$ cat src/rtl/pcbo_pkg.sv
// pcbo_pkg: constants, codes and box helpers for the pointer click box overlay
// depends on nothing; used by pointer_click_box_overlay
`timescale 1ns / 1ps

package pcbo_pkg;

	// ring size and box half size
	localparam int MaxClicks = 8;
	localparam int BoxHalf   = 5;

	localparam int RingW = (MaxClicks > 1) ? $clog2(MaxClicks) : 1;
	localparam int CntW  = $clog2(MaxClicks + 1);
	localparam int SumW  = CntW + 1;

	// field widths
	localparam int ActW   = 3;
	localparam int PosW   = 14;
	localparam int PlaneW = 2;
	localparam int CoordW = 12;
	localparam int SampW  = 8;
	localparam int DimW   = 13;
	localparam int LifeW  = 8;
	localparam int CfgIdxW = 2;
	localparam int CfgDatW = 13;

	// box arithmetic width, holds position plus half box and frame size
	localparam int BoxW = 16;

	// action codes
	localparam logic [ActW-1:0] ActMove     = 3'd0;
	localparam logic [ActW-1:0] ActPress    = 3'd1;
	localparam logic [ActW-1:0] ActRelease  = 3'd2;
	localparam logic [ActW-1:0] ActEndFrame = 3'd3;
	localparam logic [ActW-1:0] ActPixel    = 3'd4;

	// plane codes
	localparam logic [PlaneW-1:0] PlaneY = 2'd0;
	localparam logic [PlaneW-1:0] PlaneU = 2'd1;
	localparam logic [PlaneW-1:0] PlaneV = 2'd2;

	// configuration register indexes
	localparam logic [CfgIdxW-1:0] RegWidth    = 2'd0;
	localparam logic [CfgIdxW-1:0] RegHeight   = 2'd1;
	localparam logic [CfgIdxW-1:0] RegLifetime = 2'd2;

	// configuration reset values
	localparam logic [DimW-1:0]  WidthReset    = 13'd640;
	localparam logic [DimW-1:0]  HeightReset   = 13'd480;
	localparam logic [LifeW-1:0] LifetimeReset = 8'd30;

	// colors
	localparam logic [SampW-1:0] CursorLuma   = 8'd0;
	localparam logic [SampW-1:0] CursorChroma = 8'd128;
	localparam logic [SampW-1:0] PressY       = 8'd150;
	localparam logic [SampW-1:0] PressU       = 8'd46;
	localparam logic [SampW-1:0] PressV       = 8'd21;
	localparam logic [SampW-1:0] ReleaseY     = 8'd76;
	localparam logic [SampW-1:0] ReleaseU     = 8'd85;
	localparam logic [SampW-1:0] ReleaseV     = 8'd255;

	// slot that sits k places after the oldest entry
	function automatic logic [RingW-1:0] ring_slot(
		input logic [RingW-1:0] oldest,
		input logic [CntW-1:0]  k
	);
		logic [SumW-1:0] sum;
		sum = SumW'(oldest) + SumW'(k);
		if (sum >= SumW'(MaxClicks)) begin
			sum = sum - SumW'(MaxClicks);
		end
		return sum[RingW-1:0];
	endfunction

	// pixel (c, r) inside the clipped box around (x, y), halved on chroma
	function automatic logic in_box(
		input logic signed [PosW-1:0] x,
		input logic signed [PosW-1:0] y,
		input logic                   chroma,
		input logic [CoordW-1:0]      c,
		input logic [CoordW-1:0]      r,
		input logic [DimW-1:0]        w,
		input logic [DimW-1:0]        h
	);
		logic signed [BoxW-1:0] xs, ys, ws, hs, cs, rs;
		logic signed [BoxW-1:0] x1, x2, y1, y2;
		logic                   in_frame;
		xs = BoxW'(x);
		ys = BoxW'(y);
		ws = $signed(BoxW'(w));
		hs = $signed(BoxW'(h));
		cs = $signed(BoxW'(c));
		rs = $signed(BoxW'(r));
		in_frame = !x[PosW-1] && !y[PosW-1] && (xs < ws) && (ys < hs);
		x1 = xs - BoxW'(BoxHalf);
		x2 = xs + BoxW'(BoxHalf);
		y1 = ys - BoxW'(BoxHalf);
		y2 = ys + BoxW'(BoxHalf);
		if (x1 < 0) x1 = '0;
		if (y1 < 0) y1 = '0;
		if (x2 > ws) x2 = ws;
		if (y2 > hs) y2 = hs;
		// chroma bounds are halved, all are non-negative when in the frame
		if (chroma) begin
			x1 = x1 >>> 1;
			x2 = x2 >>> 1;
			y1 = y1 >>> 1;
			y2 = y2 >>> 1;
		end
		return in_frame && (cs >= x1) && (cs < x2) && (rs >= y1) && (rs < y2);
	endfunction

endpackage

$ cat src/rtl/pointer_click_box_overlay.sv
// pointer_click_box_overlay: cursor and click marker overlay on an I420 pixel stream
// depends on pcbo_pkg
`timescale 1ns / 1ps

// Usage
// One input channel (in_valid/in_ready) carries events and pixels: pointer
// move, button press, button release, end of frame and pixel. One output
// channel (out_valid/out_ready) carries sample_out, one transaction for each
// pixel and none for the other actions.
// An accepted transaction lands in an input register; from there the
// overlay test against the cursor and all ring entries runs in parallel and
// the pixel result is written to the output register. One transaction is
// taken every cycle while no pixel waits behind a held result.
// When the receiver stalls, the result waits in the output register and the
// input register still holds one more transaction; events keep flowing past
// a held pixel result, a second pixel waits in the input register.
// Configuration writes (cfg_we, cfg_index, cfg_data) take effect at once
// and must be made only while the block is idle; the block does not enforce it.
// Reset hides the cursor, empties the marker ring and loads a 640x480 frame
// with a 30-frame marker lifetime; marker storage itself is not cleared.

module pointer_click_box_overlay (
	input  logic                                   clk,
	input  logic                                   arst_n,
	// configuration
	input  logic                                   cfg_we,
	input  logic [pcbo_pkg::CfgIdxW-1:0]           cfg_index,
	input  logic [pcbo_pkg::CfgDatW-1:0]           cfg_data,
	// input channel
	input  logic                                   in_valid,
	output logic                                   in_ready,
	input  logic [pcbo_pkg::ActW-1:0]              action,
	input  logic signed [pcbo_pkg::PosW-1:0]       pos_x,
	input  logic signed [pcbo_pkg::PosW-1:0]       pos_y,
	input  logic [pcbo_pkg::PlaneW-1:0]            plane,
	input  logic [pcbo_pkg::CoordW-1:0]            col,
	input  logic [pcbo_pkg::CoordW-1:0]            row,
	input  logic [pcbo_pkg::SampW-1:0]             sample,
	// output channel
	output logic                                   out_valid,
	input  logic                                   out_ready,
	output logic [pcbo_pkg::SampW-1:0]             sample_out
);

	// configuration registers
	logic [pcbo_pkg::DimW-1:0]  frame_width_q;
	logic [pcbo_pkg::DimW-1:0]  frame_height_q;
	logic [pcbo_pkg::LifeW-1:0] click_lifetime_q;

	// input stage
	logic                                valid_s1;
	logic [pcbo_pkg::ActW-1:0]           action_s1;
	logic signed [pcbo_pkg::PosW-1:0]    pos_x_s1;
	logic signed [pcbo_pkg::PosW-1:0]    pos_y_s1;
	logic [pcbo_pkg::PlaneW-1:0]         plane_s1;
	logic [pcbo_pkg::CoordW-1:0]         col_s1;
	logic [pcbo_pkg::CoordW-1:0]         row_s1;
	logic [pcbo_pkg::SampW-1:0]          sample_s1;

	// output stage
	logic                                valid_s2;
	logic [pcbo_pkg::SampW-1:0]          sample_s2;

	// cursor and ring state
	logic signed [pcbo_pkg::PosW-1:0]    cursor_x_q;
	logic signed [pcbo_pkg::PosW-1:0]    cursor_y_q;
	logic [pcbo_pkg::RingW-1:0]          ring_oldest_q;
	logic [pcbo_pkg::CntW-1:0]           ring_count_q;
	logic signed [pcbo_pkg::PosW-1:0]    marker_x_q    [pcbo_pkg::MaxClicks];
	logic signed [pcbo_pkg::PosW-1:0]    marker_y_q    [pcbo_pkg::MaxClicks];
	logic                                marker_rel_q  [pcbo_pkg::MaxClicks];
	logic [pcbo_pkg::LifeW-1:0]          marker_left_q [pcbo_pkg::MaxClicks];

	logic fire_s1;
	logic is_pixel_s1;
	logic do_move, do_add, do_eof;

	// stage 1 advances unless a pixel meets a held result
	assign is_pixel_s1 = (action_s1 == pcbo_pkg::ActPixel);
	assign fire_s1     = valid_s1 && (!is_pixel_s1 || !valid_s2 || out_ready);
	assign in_ready    = !valid_s1 || fire_s1;
	assign out_valid   = valid_s2;
	assign sample_out  = sample_s2;

	// action decode
	always_comb begin
		do_move = 1'b0;
		do_add  = 1'b0;
		do_eof  = 1'b0;
		unique case (action_s1)
			pcbo_pkg::ActMove:                          do_move = fire_s1;
			pcbo_pkg::ActPress, pcbo_pkg::ActRelease:   do_add  = fire_s1;
			pcbo_pkg::ActEndFrame:                      do_eof  = fire_s1;
			default: ;
		endcase
	end

	// configuration writes
	always_ff @(posedge clk or negedge arst_n) begin
		if (!arst_n) begin
			frame_width_q    <= pcbo_pkg::WidthReset;
			frame_height_q   <= pcbo_pkg::HeightReset;
			click_lifetime_q <= pcbo_pkg::LifetimeReset;
		end else if (cfg_we) begin
			case (cfg_index)
				pcbo_pkg::RegWidth:    frame_width_q    <= cfg_data;
				pcbo_pkg::RegHeight:   frame_height_q   <= cfg_data;
				pcbo_pkg::RegLifetime: click_lifetime_q <= cfg_data[pcbo_pkg::LifeW-1:0];
				default: ;
			endcase
		end
	end

	// input register control
	always_ff @(posedge clk or negedge arst_n) begin
		if (!arst_n) begin
			valid_s1 <= 1'b0;
		end else if (in_ready) begin
			valid_s1 <= in_valid;
		end
	end

	// input register payload
	always_ff @(posedge clk) begin
		if (in_ready && in_valid) begin
			action_s1 <= action;
			pos_x_s1  <= pos_x;
			pos_y_s1  <= pos_y;
			plane_s1  <= plane;
			col_s1    <= col;
			row_s1    <= row;
			sample_s1 <= sample;
		end
	end

	// ring bookkeeping for a new marker
	logic                       ring_full;
	logic [pcbo_pkg::RingW-1:0] add_slot;
	logic [pcbo_pkg::LifeW-1:0] new_life;

	assign ring_full = (ring_count_q >= pcbo_pkg::CntW'(pcbo_pkg::MaxClicks));
	assign add_slot  = ring_full ? ring_oldest_q
		: pcbo_pkg::ring_slot(ring_oldest_q, ring_count_q);
	assign new_life  = (click_lifetime_q == '0) ? pcbo_pkg::LifeW'(1) : click_lifetime_q;

	// end of frame: count expiring entries from the oldest end
	logic [pcbo_pkg::CntW-1:0] drop_cnt;

	always_comb begin
		logic                       run;
		logic [pcbo_pkg::RingW-1:0] slot;
		drop_cnt = '0;
		run      = 1'b1;
		for (int k = 0; k < pcbo_pkg::MaxClicks; k++) begin
			slot = pcbo_pkg::ring_slot(ring_oldest_q, pcbo_pkg::CntW'(k));
			if (run && (pcbo_pkg::CntW'(k) < ring_count_q)
					&& (marker_left_q[slot] <= pcbo_pkg::LifeW'(1))) begin
				drop_cnt = drop_cnt + pcbo_pkg::CntW'(1);
			end else begin
				run = 1'b0;
			end
		end
	end

	// cursor and ring pointers
	always_ff @(posedge clk or negedge arst_n) begin
		if (!arst_n) begin
			cursor_x_q    <= '1;
			cursor_y_q    <= '1;
			ring_oldest_q <= '0;
			ring_count_q  <= '0;
		end else begin
			if (do_move) begin
				cursor_x_q <= pos_x_s1;
				cursor_y_q <= pos_y_s1;
			end
			if (do_add) begin
				if (ring_full) begin
					ring_oldest_q <= pcbo_pkg::ring_slot(ring_oldest_q, pcbo_pkg::CntW'(1));
				end else begin
					ring_count_q <= ring_count_q + pcbo_pkg::CntW'(1);
				end
			end
			if (do_eof) begin
				ring_oldest_q <= pcbo_pkg::ring_slot(ring_oldest_q, drop_cnt);
				ring_count_q  <= ring_count_q - drop_cnt;
			end
		end
	end

	// marker storage, results from entries outside the ring are never used
	always_ff @(posedge clk) begin
		if (do_add) begin
			marker_x_q[add_slot]    <= pos_x_s1;
			marker_y_q[add_slot]    <= pos_y_s1;
			marker_rel_q[add_slot]  <= (action_s1 == pcbo_pkg::ActRelease);
			marker_left_q[add_slot] <= new_life;
		end
		if (do_eof) begin
			for (int i = 0; i < pcbo_pkg::MaxClicks; i++) begin
				if (marker_left_q[i] != '0) begin
					marker_left_q[i] <= marker_left_q[i] - pcbo_pkg::LifeW'(1);
				end
			end
		end
	end

	// box tests against cursor and every slot in parallel
	logic                            chroma_s1;
	logic                            cursor_hit;
	logic [pcbo_pkg::MaxClicks-1:0]  slot_hit;

	assign chroma_s1  = (plane_s1 != pcbo_pkg::PlaneY);
	assign cursor_hit = pcbo_pkg::in_box(cursor_x_q, cursor_y_q, chroma_s1, col_s1, row_s1,
		frame_width_q, frame_height_q);

	always_comb begin
		for (int i = 0; i < pcbo_pkg::MaxClicks; i++) begin
			slot_hit[i] = (marker_left_q[i] != '0)
				&& pcbo_pkg::in_box(marker_x_q[i], marker_y_q[i], chroma_s1, col_s1, row_s1,
					frame_width_q, frame_height_q);
		end
	end

	// oldest hitting marker wins
	logic marker_found;
	logic marker_rel;

	always_comb begin
		logic [pcbo_pkg::RingW-1:0] slot;
		marker_found = 1'b0;
		marker_rel   = 1'b0;
		for (int k = 0; k < pcbo_pkg::MaxClicks; k++) begin
			slot = pcbo_pkg::ring_slot(ring_oldest_q, pcbo_pkg::CntW'(k));
			if (!marker_found && (pcbo_pkg::CntW'(k) < ring_count_q) && slot_hit[slot]) begin
				marker_found = 1'b1;
				marker_rel   = marker_rel_q[slot];
			end
		end
	end

	// result sample
	logic [pcbo_pkg::SampW-1:0] pix_out;

	always_comb begin
		pix_out = sample_s1;
		case (plane_s1)
			pcbo_pkg::PlaneY: begin
				if (cursor_hit) pix_out = pcbo_pkg::CursorLuma;
				else if (marker_found)
					pix_out = marker_rel ? pcbo_pkg::ReleaseY : pcbo_pkg::PressY;
			end
			pcbo_pkg::PlaneU: begin
				if (cursor_hit) pix_out = pcbo_pkg::CursorChroma;
				else if (marker_found)
					pix_out = marker_rel ? pcbo_pkg::ReleaseU : pcbo_pkg::PressU;
			end
			pcbo_pkg::PlaneV: begin
				if (cursor_hit) pix_out = pcbo_pkg::CursorChroma;
				else if (marker_found)
					pix_out = marker_rel ? pcbo_pkg::ReleaseV : pcbo_pkg::PressV;
			end
			default: pix_out = sample_s1;
		endcase
	end

	// output register control
	always_ff @(posedge clk or negedge arst_n) begin
		if (!arst_n) begin
			valid_s2 <= 1'b0;
		end else if (fire_s1 && is_pixel_s1) begin
			valid_s2 <= 1'b1;
		end else if (out_ready) begin
			valid_s2 <= 1'b0;
		end
	end

	// output register payload
	always_ff @(posedge clk) begin
		if (fire_s1 && is_pixel_s1) begin
			sample_s2 <= pix_out;
		end
	end

	// ring never holds more entries than slots
	assert property (@(posedge clk) disable iff (!arst_n)
		ring_count_q <= pcbo_pkg::CntW'(pcbo_pkg::MaxClicks))
		else $error("ring count above ring size");

	// a pixel leaving stage 1 always shows up at the output
	assert property (@(posedge clk) disable iff (!arst_n)
		(fire_s1 && is_pixel_s1) |=> valid_s2)
		else $error("pixel result lost");

	// a held result blocks the next pixel
	assert property (@(posedge clk) disable iff (!arst_n)
		(valid_s2 && !out_ready) |-> !(fire_s1 && is_pixel_s1))
		else $error("held result overwritten");

	// adding to a full ring keeps it full
	assert property (@(posedge clk) disable iff (!arst_n)
		(do_add && ring_full) |=> ring_full)
		else $error("full ring lost an entry on add");

endmodule
$ cat config.mk
export PLATFORM = sky130hd
export DESIGN_NAME = pointer_click_box_overlay
export DESIGN_NICKNAME = d
export VERILOG_FILES = /design/src/rtl/pcbo_pkg.sv /design/src/rtl/pointer_click_box_overlay.sv
export SDC_FILE = /design/constraint.sdc
export NUM_CORES = 2
export LEC_CHECK = 0
export BUFFER_PORTS_ARGS = -buffer_cell sky130_fd_sc_hd__buf_4
export CELL_PAD_IN_SITES_DETAIL_PLACEMENT = 1
export CELL_PAD_IN_SITES_GLOBAL_PLACEMENT = 2
export CORE_ASPECT_RATIO = 1.4
export CORE_MARGIN = 1
export CORE_UTILIZATION = 37
export CTS_BUF_LIST = sky130_fd_sc_hd__clkbuf_4
export DETAILED_ROUTE_END_ITERATION = 16
export PLACE_DENSITY_LB_ADDON = 0.3
export SLEW_MARGIN = 10
export SYNTH_ARGS = -nofsm -noshare
export SYNTH_HDL_FRONTEND = slang
export SYNTH_SLANG_ARGS = --single-unit
$ cat constraint.sdc
create_clock -name clk -period 7.6 [get_ports clk]
set_clock_uncertainty 0.05 [all_clocks]
set_input_delay 0.38 -clock clk [delete_from_list [all_inputs] [get_ports clk]]
set_output_delay 0.38 -clock clk [all_outputs]
set_load 0.02 [all_outputs]
==> results.ini <==
[floorplanning]
placementRows = 167
dieArea_um2 = 151000
start_util_pct = 37.3
ios = 95
fp.coreArea_um2 = 148000
fp.dieH_um = 459
chipWidth_um = 328

[clocking]
cts_buffer_depth = 3
clockRootBuffer = clkbuf_4
insertion_delay_ns = 1.24
h-tree-depth = 4
cts-buffers-inserted = 135
cts_tree = yes
clk_pin_slew_ns = 0.07
cts_sinks = 440

[logic_synthesis]
ys_seq_area_share_pct = 23.4
syn_avg_cell_area_um2 = 8.36
synth_ff_type = edfxtp_1
yosys.cell_types.count = 114
synth_seq_cells = 440
async_reset_ff_share_pct = 16.1
synth_area_um2 = 55100
syn_inst = 6595
yosysWarnings = 0
syn-num-nets = 7631
synth_edf_count = 369

[worst_hold_path]
hold_start = cfg_data[8]
whs_path_depth = 4
hold_path_class = in2reg
holdPathEnd = frame_width_q[8]

[setup_path]
cp_max_fo = 8
path_class = reg2reg
r2r_setup_slack_ns = -0.01
reg2reg_to = sample_out[0]
crit_arrival_ns = 8.53
cpMaxStageDelayCell = edfxtp_1
reg2reg_from = marker_x_q[6][0]
end_kind = flip-flop
crit_path_start_kind = flip-flop
crit_top_cell = buf_4
cp.required_ns = 8.52
crit_path_max_incr_delay_ns = 0.44
ff2ff_path_depth = 33

[global_routing]
grt.total_usage_pct = 33.8
grt_pass1_vias = 58100
antenna_found_initial = 29
grt_overflow = 0
grt_pass1_wl_um = 375000
grt_max_degree = 111

[timing]
period_minus_slack_ns = 7.61
worst_slack_ns = -0.0133
clock.fmax_mhz = 131
period_share_pct = 100
worstMarginPinSlew_ns = 1.32
holdWs_ns = 0.169
slew_violations = 0
max-slew-margin-rel_pct = 12.2
fin_setup_tns_ns = -0.0133
rsz0062_at_grt = true
finalSetupViolCount = 1
hold_violations = 0

[finish]
syn_to_final_growth_pct = 21.0
drive_gt1_share_pct = 17.6
layout_commonest_cell = ha_1
layout_common_cells = ha_1 (941), nor2_1 (834), nand2_1 (696)
nets = 8342
final_cells = 9367

[placement]
io_buffers = 94
gp_congestion = 0.963
hpwl_um = 194000
place_inst = 8877

[route]
dr.first_iter.drc_count = 3341
vias_per_cell = 6.02
drt_pass1_iterations = 11
vias = 56400
wl_um = 260000
ant_nets = 0
drc = 21
wl_per_cell_um = 27.8

[pwr]
ir_drop_v = 0.000154
p_leak_nw = 28.1
powerDensity_nw_per_um2 = 198

[run_status]
failed_checks = design-rule violations, negative setup slack
outcome = finished, violations left

[flow_run]
maxCapViolations = 0

[state kept, by name, indices dropped and copies added (netlist names)]
name	flops
action_s1	3
click_lifetime_q	8
col_s1	12
cursor_x_q	14
cursor_y_q	14
frame_height_q	13
frame_width_q	13
marker_left_q	64
marker_rel_q	8
marker_x_q	112
marker_y_q	112
out_valid	1
plane_s1	2
pos_x_s1	14
pos_y_s1	14
ring_count_q	4
ring_oldest_q	3
row_s1	12
sample_out	8
sample_s1	8
valid_s1	1
[worst max-delay path: cells and delay by family (launching register included)]
family,cells,cell delay (ns)
multiplexers,2,0.68
AND/OR/NAND/NOR,8,1.06
XOR/XNOR,1,0.31
adder cells (fa/ha/maj),3,0.84
AO/OA/AOI/OAI,14,3.06
flip-flops,1,0.44
buffers and inverters,5,0.96
[cell type report]
cell class | instances | area [um^2]
repair buffers | 919 | 7760
flip-flops and latches | 440 | 12900
fillers | 17600 | 81200
inverters | 147 | 552
clock buffers | 176 | 1320
multi-input cells | 5663 | 41400
diodes | 14 | 35.0
well taps | 1943 | 2430
clock inverters | 65 | 332
[routing by layer]
layer / routed length, um / up-vias / track usage [%]
met5: 91 / - / 0
met4: 20400 / 14 / 24.1
met2: 127000 / 1711 / 59.2
met1: 99700 / 28100 / 36.9
met3: 13300 / 730 / 5.45
li1: - / 25900 / -
[cell usage after synthesis (23+ instances only)]
cell / instances / area share [%]
ha_1: 948 / 22
nor2_1: 856 / 5.8
nand2_1: 699 / 4.8
o21ai_0: 432 / 3.9
edfxtp_1: 369 / 20
a21oi_1: 343 / 3.1
clkbuf_1: 255 / 1.7
xnor2_1: 247 / 3.9
xor2_1: 191 / 3.0
mux2i_1: 159 / 2.9
o211ai_1: 153 / 2.1
nand3_1: 150 / 1.4
inv_1: 143 / 0.97
nor3_1: 138 / 1.3
a21o_1: 134 / 1.8
nand4_1: 109 / 1.2
a211oi_1: 76 / 1.0
nor4_1: 75 / 0.85
mux2_2: 74 / 1.5
nor2b_1: 73 / 0.83
nand2b_1: 70 / 0.79
and3_1: 66 / 0.75
o21a_1: 58 / 0.79
buf_2: 49 / 0.44
or3_1: 39 / 0.44
dfstp_2: 38 / 1.8
a31oi_1: 34 / 0.39
dfrtp_1: 33 / 1.5
buf_1: 31 / 0.21
nand3b_1: 31 / 0.42
or4_1: 31 / 0.42
o2111ai_1: 30 / 0.48
a2111oi_0: 28 / 0.44
or2_2: 25 / 0.28
o31ai_1: 23 / 0.31
[logic make-up after synthesis]
| kind of cell | after synthesis | synth area share, % |
|---|---|---|
| multiplexers | 250 | 5.07 |
| XOR/XNOR | 438 | 6.96 |
| buffers and inverters | 493 | 3.55 |
| flip-flops | 440 | 23.4 |
| AND/OR/NAND/NOR | 2491 | 21.3 |
| AO/OA/AOI/OAI | 1532 | 18.1 |
| adder cells (fa/ha/maj) | 951 | 21.6 |
[where the power goes]
part	switching [W]	internal, W	leakage [nW]	total (W)
Combinational	0.00441	0.00302	22.9	0.00742
Sequential	0.000396	0.00294	4.18	0.00334
Clock	0.00131	0.00113	0.975	0.00245
[through the flow]
stage / power, W / area (um^2) / util [%] / setup slack (ns)
floorplan: 0.00741 / 55100 / - / 0.126
global placement: 0.0100 / 61700 / 41.7 / -0.208
detailed placement: 0.0102 / 61700 / 41.7 / -0.448
CTS: 0.0128 / 65400 / 44.2 / 0.00536
global route: 0.0140 / 66700 / 45.1 / -0.235
finish: 0.0132 / 66700 / 45.1 / -0.0133
[repair_timing]
item	4_1_cts	5_1_grt
resized for setup	40	181
setup endpoints to repair	9	10
hold buffers	184	0
gates cloned	0	2
pin swaps	13	80
setup buffers	6	44
hold endpoints to repair	156	0
[worst max path at each step]
| stage | from | to | slack [ns] | cells past startpoint |
|---|---|---|---|---|
| after CTS | marker_y_q[1][0] | sample_out[3] | 0.005 | 29 |
| after global routing | marker_x_q[6][1] | sample_out[7] | -0.24 | 35 |
| after floorplan | marker_y_q[7][3] | sample_out[3] | 0.13 | 32 |
| after global placement | marker_y_q[2][0] | sample_out[3] | -0.21 | 35 |
| final | marker_x_q[6][0] | sample_out[0] | -0.01 | 33 |
| after detailed placement | marker_y_q[2][0] | sample_out[4] | -0.45 | 35 |
(Power assumes the default switching activity.)
